--- src/rtl/rsas_pkg.sv ---
// shared types and codes for the rotated sorted array search core
package rsas_pkg;

    typedef enum logic [2:0] {
        S_IDLE,
        S_LAST,
        S_PIV,
        S_PVAL,
        S_SRCH,
        S_OUT
    } t_state;

    localparam logic OP_LOAD   = 1'b0;
    localparam logic OP_SEARCH = 1'b1;

    localparam logic REG_ARRAY_LENGTH = 1'b0;

    localparam logic [6:0] LEN_RESET = 7'd1;

endpackage

--- src/rtl/rsas_ram.sv ---
// generic single write port ram with registered read
module rsas_ram #(
    parameter int WIDTH = 32,
    parameter int DEPTH = 64
) (
    input  logic                     i_clk,
    input  logic                     i_we,
    input  logic [$clog2(DEPTH)-1:0] i_waddr,
    input  logic [WIDTH-1:0]         i_wdata,
    input  logic [$clog2(DEPTH)-1:0] i_raddr,
    output logic [WIDTH-1:0]         o_rdata
);

    logic [WIDTH-1:0] r_mem [DEPTH];
    logic [WIDTH-1:0] r_rdata;

    always_ff @(posedge i_clk) begin
        if (i_we) begin
            r_mem[i_waddr] <= i_wdata;
        end
        r_rdata <= r_mem[i_raddr];
    end

    assign o_rdata = r_rdata;

endmodule

--- src/rtl/rotated_sorted_array_search_core.sv ---
// rotated sorted array search core: element store, pivot search and key search sequencer
//
// channel   dir  handshake                      payload
// s_axis    in   s_axis_tvalid / s_axis_tready  tuser opcode, tdata index and value
// m_axis    out  m_axis_tvalid / m_axis_tready  tuser found flag, tdata index
// apb       in   psel, penable, pwrite, pready  array_length at byte address 0
//
// a search makes one store read per cycle: read of the last element, pivot halving steps,
// read of the pivot element, key halving steps, then the hand-over to the output register;
// the input side is ready only between searches; the output register takes a new word
// only when it is empty or in the same cycle as the waiting result is taken; synchronous
// active-low reset, no clearing pass on the store
module rotated_sorted_array_search_core #(
    parameter int MAX_ELEMENTS = 64
) (
    input  logic        i_clk,
    input  logic        i_rst_n,
    input  logic        s_axis_tvalid,
    output logic        s_axis_tready,
    input  logic [39:0] s_axis_tdata,   // element_index[5:0], data_value[37:6], zero pad
    input  logic        s_axis_tuser,   // opcode[0]
    output logic        m_axis_tvalid,
    input  logic        m_axis_tready,
    output logic [7:0]  m_axis_tdata,   // found_index[5:0], zero pad
    output logic        m_axis_tuser,   // key_found[0]
    input  logic        psel,
    input  logic        penable,
    input  logic        pwrite,
    input  logic [2:0]  paddr,
    input  logic [31:0] pwdata,
    output logic [31:0] prdata,
    output logic        pready
);

    import rsas_pkg::*;

    localparam int AW = $clog2(MAX_ELEMENTS);
    localparam int SW = AW + 2;

    t_state                 r_state, n_state;
    logic signed [SW-1:0]   r_lo, n_lo;
    logic signed [SW-1:0]   r_hi, n_hi;
    logic signed [31:0]     r_last, n_last;
    logic signed [31:0]     r_key, n_key;
    logic                   r_rfound, n_rfound;
    logic [5:0]             r_ridx, n_ridx;
    logic                   r_ovalid, n_ovalid;
    logic                   r_ofound, n_ofound;
    logic [5:0]             r_oidx, n_oidx;
    logic [6:0]             r_len;

    logic signed [SW-1:0]   eff_n;
    logic signed [SW-1:0]   cur_mid;
    logic                   ram_we;
    logic [AW-1:0]          ram_raddr;
    logic signed [31:0]     ram_rdata;
    logic [5:0]             in_idx;
    logic signed [31:0]     in_data;
    logic                   idx_ok;
    logic                   cfg_wr;

    function automatic logic signed [SW-1:0] f_mid(input logic signed [SW-1:0] a,
                                                   input logic signed [SW-1:0] b);
        logic signed [SW:0] sum;
        sum = {a[SW-1], a} + {b[SW-1], b};
        return sum[SW:1];
    endfunction

    assign in_idx  = s_axis_tdata[5:0];
    assign in_data = s_axis_tdata[37:6];
    assign idx_ok  = ({26'd0, in_idx} < 32'(MAX_ELEMENTS));
    assign cur_mid = f_mid(r_lo, r_hi);

    rsas_ram #(
        .WIDTH(32),
        .DEPTH(MAX_ELEMENTS)
    ) u_store (
        .i_clk   (i_clk),
        .i_we    (ram_we),
        .i_waddr (AW'(in_idx)),
        .i_wdata (in_data),
        .i_raddr (ram_raddr),
        .o_rdata (ram_rdata)
    );

    // length clamped to 1..MAX_ELEMENTS
    always_comb begin
        if (r_len == 7'd0) begin
            eff_n = SW'(1);
        end else if ({25'd0, r_len} > 32'(MAX_ELEMENTS)) begin
            eff_n = SW'(MAX_ELEMENTS);
        end else begin
            eff_n = SW'(r_len);
        end
    end

    // configuration
    assign cfg_wr = psel && penable && pwrite && pready && (paddr[2] == REG_ARRAY_LENGTH);
    assign pready = 1'b1;
    assign prdata = (paddr[2] == REG_ARRAY_LENGTH) ? {25'd0, r_len} : 32'd0;

    always_comb begin
        n_state   = r_state;
        n_lo      = r_lo;
        n_hi      = r_hi;
        n_last    = r_last;
        n_key     = r_key;
        n_rfound  = r_rfound;
        n_ridx    = r_ridx;
        n_ovalid  = r_ovalid;
        n_ofound  = r_ofound;
        n_oidx    = r_oidx;
        ram_we    = 1'b0;
        ram_raddr = AW'(cur_mid);

        if (r_ovalid && m_axis_tready) begin
            n_ovalid = 1'b0;
        end

        case (r_state)
            S_IDLE: begin
                if (s_axis_tvalid) begin
                    if (s_axis_tuser == OP_LOAD) begin
                        ram_we = idx_ok;
                    end else begin
                        n_key     = in_data;
                        n_lo      = '0;
                        n_hi      = SW'(eff_n - 1);
                        ram_raddr = AW'(eff_n - 1);
                        n_state   = S_LAST;
                    end
                end
            end
            S_LAST: begin
                n_last = ram_rdata;
                if (r_lo < r_hi) begin
                    ram_raddr = AW'(cur_mid);
                    n_state   = S_PIV;
                end else begin
                    ram_raddr = AW'(r_lo);
                    n_state   = S_PVAL;
                end
            end
            S_PIV: begin
                if (ram_rdata > r_last) begin
                    n_lo = SW'(cur_mid + 1);
                end else begin
                    n_hi = cur_mid;
                end
                if (n_lo < n_hi) begin
                    ram_raddr = AW'(f_mid(n_lo, n_hi));
                end else begin
                    ram_raddr = AW'(n_lo);
                    n_state   = S_PVAL;
                end
            end
            S_PVAL: begin
                // r_lo holds the pivot here
                if (ram_rdata <= r_key && r_key <= r_last) begin
                    n_lo = r_lo;
                    n_hi = SW'(eff_n - 1);
                end else begin
                    n_lo = '0;
                    n_hi = SW'(r_lo - 1);
                end
                if (n_lo <= n_hi) begin
                    ram_raddr = AW'(f_mid(n_lo, n_hi));
                    n_state   = S_SRCH;
                end else begin
                    n_rfound = 1'b0;
                    n_ridx   = '0;
                    n_state  = S_OUT;
                end
            end
            S_SRCH: begin
                if (ram_rdata == r_key) begin
                    n_rfound = 1'b1;
                    n_ridx   = 6'(cur_mid);
                    n_state  = S_OUT;
                end else begin
                    if (ram_rdata > r_key) begin
                        n_hi = SW'(cur_mid - 1);
                    end else begin
                        n_lo = SW'(cur_mid + 1);
                    end
                    if (n_lo <= n_hi) begin
                        ram_raddr = AW'(f_mid(n_lo, n_hi));
                    end else begin
                        n_rfound = 1'b0;
                        n_ridx   = '0;
                        n_state  = S_OUT;
                    end
                end
            end
            S_OUT: begin
                if (!r_ovalid || m_axis_tready) begin
                    n_ovalid = 1'b1;
                    n_ofound = r_rfound;
                    n_oidx   = r_ridx;
                    n_state  = S_IDLE;
                end
            end
            default: begin
                n_state = S_IDLE;
            end
        endcase
    end

    always_ff @(posedge i_clk) begin
        if (!i_rst_n) begin
            r_state  <= S_IDLE;
            r_ovalid <= 1'b0;
            r_len    <= LEN_RESET;
        end else begin
            r_state  <= n_state;
            r_ovalid <= n_ovalid;
            if (cfg_wr) begin
                r_len <= pwdata[6:0];
            end
        end
    end

    always_ff @(posedge i_clk) begin
        r_lo     <= n_lo;
        r_hi     <= n_hi;
        r_last   <= n_last;
        r_key    <= n_key;
        r_rfound <= n_rfound;
        r_ridx   <= n_ridx;
        r_ofound <= n_ofound;
        r_oidx   <= n_oidx;
    end

    assign s_axis_tready = (r_state == S_IDLE);
    assign m_axis_tvalid = r_ovalid;
    assign m_axis_tuser  = r_ofound;
    assign m_axis_tdata  = {2'b00, r_oidx};

endmodule

--- config.mk ---
export PLATFORM = sky130hd
export DESIGN_NAME = rotated_sorted_array_search_core
export DESIGN_NICKNAME = d
export VERILOG_FILES = /design/src/rtl/rsas_pkg.sv /design/src/rtl/rsas_ram.sv /design/src/rtl/rotated_sorted_array_search_core.sv
export SDC_FILE = /design/constraint.sdc
export NUM_CORES = 2
export LEC_CHECK = 0
export ABC_CLOCK_PERIOD_IN_PS = 8400
export BUFFER_PORTS_ARGS = -buffer_cell sky130_fd_sc_hd__buf_2
export CAP_MARGIN = 10
export CORE_MARGIN = 2
export CORE_UTILIZATION = 53
export CTS_BUF_LIST = sky130_fd_sc_hd__clkbuf_8
export DETAILED_ROUTE_END_ITERATION = 10
export PLACE_DENSITY = 0.69
export SETUP_SLACK_MARGIN = 0.15
export SLEW_MARGIN = 20
export SYNTH_ARGS = -nofsm -noshare
export SYNTH_HDL_FRONTEND = slang
export SYNTH_SLANG_ARGS = --single-unit
--- constraint.sdc ---
create_clock -name i_clk -period 8.4 [get_ports i_clk]
set_clock_uncertainty 0.15 [all_clocks]
set_input_delay 1.26 -clock i_clk [delete_from_list [all_inputs] [get_ports i_clk]]
set_output_delay 1.26 -clock i_clk [all_outputs]
set_load 0.02 [all_outputs]
==> impl_metrics.prom <==
# TYPE chip_impl_metric gauge
chip_impl_info{name="status",value="finished, final reports clean"} 1
chip_impl_metric{name="area_delta_synth_final",unit="%"} 14.0
chip_impl_metric{name="insertion_delay",unit="ns"} 1.05
chip_impl_info{name="end_kind",value="flip-flop"} 1
chip_impl_metric{name="layout.filler_cells",unit=""} 11951
chip_impl_metric{name="post_route_setup_slack",unit="ns"} 0.358
chip_impl_metric{name="pre_cts_setup_slack",unit="ns"} -0.404
chip_impl_metric{name="report.final.setup_viol",unit=""} 0
chip_impl_metric{name="post_drt_via_cell_ratio",unit=""} 6.20
chip_impl_metric{name="path_clk_slew",unit="ns"} 0.06
chip_impl_metric{name="synth.lib_cells_used.distinct",unit=""} 87
chip_impl_metric{name="crit_path_max_fanout",unit=""} 17
chip_impl_metric{name="fp.dieW",unit="µm"} 415
chip_impl_metric{name="dp_hpwl",unit="µm"} 132000
chip_impl_metric{name="footprint_of_the_multi_input_gates",unit="mm²"} 0.0232
chip_impl_metric{name="timing.hold.worst_path_depth",unit=""} 0
chip_impl_metric{name="drt_drc_violations_left",unit=""} 0
chip_impl_metric{name="synth_cells",unit=""} 4762
chip_impl_metric{name="achievable-frequency",unit="GHz"} 0.124
chip_impl_metric{name="io_buffers",unit=""} 69
chip_impl_metric{name="dpl_cells",unit=""} 7116
chip_impl_info{name="critical_path.most_common_cell",value="sky130_fd_sc_hd__a21o_1"} 1
chip_impl_info{name="holdCritStartpoint",value="r_ridx[2]"} 1
chip_impl_metric{name="grt_remaining_overflow",unit=""} 0
chip_impl_info{name="critical-path-slowest-cell",value="sky130_fd_sc_hd__or4b_1"} 1
chip_impl_metric{name="initial_core_util",unit="%"} 53.4
chip_impl_metric{name="routabilityCongestion",unit=""} 0.925
chip_impl_metric{name="netlist.area_leader.share",unit="%"} 72.0
chip_impl_metric{name="violation_count_after_the_first_detailed_routing_iteration",unit=""} 5463
chip_impl_metric{name="antenna_found_initial",unit=""} 9
chip_impl_metric{name="max-slew-margin-rel",unit="%"} 29.6
chip_impl_info{name="worst_hold_path_class",value="reg2reg"} 1
chip_impl_info{name="dominantRegCellSynth",value="sky130_fd_sc_hd__edfxtp_1"} 1
chip_impl_metric{name="fp-row-count",unit=""} 150
chip_impl_metric{name="cpPeakStageDelay",unit="ns"} 0.53
chip_impl_metric{name="regArea",unit="mm²"} 0.0652
chip_impl_metric{name="die_footprint",unit="mm²"} 0.172
chip_impl_metric{name="die_height",unit="µm"} 415
chip_impl_metric{name="crit_arrival",unit="ns"} 8.84
chip_impl_info{name="synthDominantAreaCellType",value="sky130_fd_sc_hd__edfxtp_1"} 1
chip_impl_metric{name="finish.cell_count_without_fillers",unit=""} 7752
chip_impl_metric{name="min_period_over_period",unit="%"} 95.7
chip_impl_metric{name="final_worst_path_period_need",unit="ns"} 8.04
chip_impl_metric{name="cts_max_path_buffers",unit=""} 4
chip_impl_info{name="cp-start-kind",value="flip-flop"} 1
chip_impl_metric{name="ios",unit=""} 127
chip_impl_metric{name="post_synth_instance_area",unit="mm²"} 0.0894
chip_impl_metric{name="register_to_register_path_setup_slack",unit="ns"} 0.36
chip_impl_info{name="tritoncts",value="done"} 1
chip_impl_info{name="reg2reg_to",value="u_store.o_rdata[25]"} 1
chip_impl_metric{name="ant_nets",unit=""} 0
chip_impl_metric{name="numCtsBuffers",unit=""} 359
chip_impl_metric{name="syn_area_per_cell",unit="µm²"} 18.8
chip_impl_metric{name="seq_area_frac_synth",unit="%"} 72.9
chip_impl_info{name="cts-root-buf",value="sky130_fd_sc_hd__clkbuf_8"} 1
chip_impl_metric{name="totalWireLength",unit="µm"} 225000
chip_impl_info{name="timing.setup.critical_path_class",value="reg2reg"} 1
chip_impl_metric{name="drv_slew",unit=""} 0
chip_impl_metric{name="postSynth.asyncResetShare",unit="%"} 0
chip_impl_info{name="grt_setup_unrepaired",value="yes"} 1
chip_impl_metric{name="detail_route.wl_per_cell",unit="µm"} 29.0
chip_impl_metric{name="global_route.usage.total",unit="%"} 25.9
chip_impl_metric{name="vias",unit=""} 48036
chip_impl_metric{name="tightestPinTransition",unit="ns"} 1.05
chip_impl_metric{name="num-nets-final",unit=""} 5531
chip_impl_metric{name="total_of_warnings_raised_by_yosys",unit=""} 0
chip_impl_metric{name="maxCapViolCount",unit=""} 0
chip_impl_metric{name="ys_ff_latch",unit=""} 2185
chip_impl_metric{name="grt_first_pass_wirelength",unit="µm"} 325000
chip_impl_metric{name="first_global_vias",unit=""} 47852
chip_impl_metric{name="layout-drive-gt1-share",unit="%"} 26.0
chip_impl_metric{name="core-area",unit="mm²"} 0.167
chip_impl_metric{name="cts_htree_levels",unit=""} 5
chip_impl_info{name="r2r_start",value="r_key[9]"} 1
chip_impl_metric{name="timing_hold_violations_final",unit=""} 0
chip_impl_metric{name="cts.hold.buffers_added",unit=""} 0
chip_impl_metric{name="grt_start_max_net_pins",unit=""} 67
chip_impl_info{name="min_to",value="r_oidx[2]"} 1
chip_impl_metric{name="drt_pre_antenna_iters",unit=""} 6
chip_impl_metric{name="cts.sink_count",unit=""} 2185
chip_impl_metric{name="crit_required",unit="ns"} 9.20
chip_impl_info{name="netlist_top_cells_area",value="sky130_fd_sc_hd__edfxtp_1 (72%), sky130_fd_sc_hd__mux4_2 (9.7%), sky130_fd_sc_hd__mux2i_1 (3.2%), sky130_fd_sc_hd__ha_1 (2.2%), sky130_fd_sc_hd__dfxtp_1 (0.96%)"} 1
chip_impl_metric{name="reg2reg_depth",unit=""} 33
chip_impl_metric{name="synth-edff-count",unit=""} 2142
==> flip-flops by register name, indices dropped and copies added (netlist names), 3 cells and up <==
signal / count
u_store.o_rdata: 32
r_oidx: 6
r_lo: 8
r_key: 32
r_last: 32
r_len: 7
r_ridx: 6
r_state: 3
u_store.r_mem: 2048
r_hi: 8
==> metrics by stage <==
step / instance area, µm² / TNS [ns] / utilization, % / hold slack (ns)
after floorplan: 89500 / 0 / - / 0.250
after global placement: 94800 / -7.19 / 56.7 / 0.252
final: 102000 / 0 / 60.9 / 0.262
after detailed placement: 94900 / -6.05 / 56.7 / 0.256
after CTS: 102000 / 0 / 60.7 / 0.237
after global routing: 102000 / 0 / 60.8 / 0.276
==> kinds of logic after synthesis <==
| logic type | Yosys count | synth area share [%] |
|---|---|---|
| compound gates | 663 | 5.37 |
| fa+ha+maj | 159 | 2.26 |
| buf+inv | 400 | 2.20 |
| mux | 736 | 13.7 |
| xor+xnor | 39 | 0.397 |
| flops | 2185 | 72.9 |
| simple gates | 578 | 3.13 |
| other cells | 2 | 0.00840 |
==> final cells by class <==
type	count	share of cell area, %
multi-input combinational	2204	22.8
antenna	7	0.0172
clock inverter	237	1.23
tap	2204	2.71
inverter	131	0.483
clock buffer	376	5.08
timing repair buffer	408	3.71
sequential	2185	64.0
==> placed cells by master (no fill, tap or decap), drive strengths merged, types with 7 or more instances in the layout <==
cell type | Yosys | layout
a211oi | 75 | 75
a21o | 36 | 36
a21oi | 158 | 158
a221o | 35 | 35
a221oi | 72 | 72
a22oi | 9 | 9
a32o | 33 | 33
and2 | 9 | 9
and3 | 7 | 7
buf | 194 | 408
bufinv | 0 | 11
clkbuf | 75 | 376
clkinv | 0 | 103
conb | 2 | 28
dfxtp | 43 | 43
diode | 0 | 7
edfxtp | 2142 | 2142
ha | 155 | 155
inv | 131 | 250
mux2 | 68 | 68
mux2i | 284 | 284
mux4 | 384 | 384
nand2 | 204 | 204
nand2b | 17 | 17
nand3 | 23 | 23
nand3b | 7 | 7
nand4 | 24 | 24
nor2 | 142 | 143
nor2b | 88 | 88
nor3 | 16 | 16
o211a | 32 | 32
o211ai | 69 | 69
o21a | 12 | 12
o21ai | 80 | 80
o21bai | 10 | 10
or3 | 9 | 9
xnor2 | 30 | 30
xor2 | 8 | 8
==> synthesized netlist by cell type, types with 12 or more instances <==
library cell and n:
sky130_fd_sc_hd__ha_1 155, sky130_fd_sc_hd__a21o_1 36, sky130_fd_sc_hd__a221oi_1 72, sky130_fd_sc_hd__buf_4 63, sky130_fd_sc_hd__a21oi_1 156, sky130_fd_sc_hd__nand2_1 204, sky130_fd_sc_hd__o21ai_1 36, sky130_fd_sc_hd__clkbuf_1 74
sky130_fd_sc_hd__a32o_1 33, sky130_fd_sc_hd__mux4_2 384, sky130_fd_sc_hd__nand4_1 23, sky130_fd_sc_hd__o21ai_0 44, sky130_fd_sc_hd__dfxtp_1 43, sky130_fd_sc_hd__buf_2 117, sky130_fd_sc_hd__o211a_1 32, sky130_fd_sc_hd__nand3_1 22
sky130_fd_sc_hd__o21a_1 12, sky130_fd_sc_hd__nor2b_1 88, sky130_fd_sc_hd__mux2i_1 284, sky130_fd_sc_hd__a221o_1 35, sky130_fd_sc_hd__nor2_1 140, sky130_fd_sc_hd__xnor2_1 30, sky130_fd_sc_hd__nor3_1 15, sky130_fd_sc_hd__edfxtp_1 2142
sky130_fd_sc_hd__o211ai_1 69, sky130_fd_sc_hd__inv_1 131, sky130_fd_sc_hd__a211oi_1 73, sky130_fd_sc_hd__mux2_2 68, sky130_fd_sc_hd__nand2b_1 17
==> worst max path at each step <==
stage,endpoint,from,slack [ns]
after global placement,u_store.o_rdata[4],r_key[9],-0.41
after global routing,u_store.o_rdata[30],u_store.o_rdata[31],0.11
after floorplan,u_store.o_rdata[1],r_key[9],1.09
after CTS,u_store.o_rdata[19],r_key[9],0.16
after detailed placement,u_store.o_rdata[4],r_key[9],-0.40
final,u_store.o_rdata[25],r_key[9],0.36
==> critical path: cells and delay by family (launching register included) <==
family | cells | cell delay, ns
flip-flops | 1 | 0.35
AO/OA/AOI/OAI | 19 | 4.15
AND/OR/NAND/NOR | 4 | 0.87
adder cells (fa/ha/maj) | 2 | 0.62
buffers and inverters | 5 | 0.76
multiplexers | 3 | 1.01
==> timing repair <==
action / 4_1_cts / 5_1_grt
gates resized for setup: 26 / 43
setup buffers: 6 / 9
setup endpoints to repair: 32 / 32
cloned: 1 / 0
pin swaps: 2 / 2
==> layer usage <==
| metal | vias to the layer above | track usage [%] | wire, µm |
|---|---|---|---|
| li1 | 20422 | - | - |
| met1 | 24961 | 37.0 | 92200 |
| met2 | 2251 | 41.4 | 107000 |
| met3 | 402 | 4.06 | 18500 |
| met4 | 0 | 8.47 | 6790 |
| met5 | - | 0 | 0 |
Power is not shown: default switching activity piles up to over one toggle a cycle in this logic, so the estimate is an artifact.
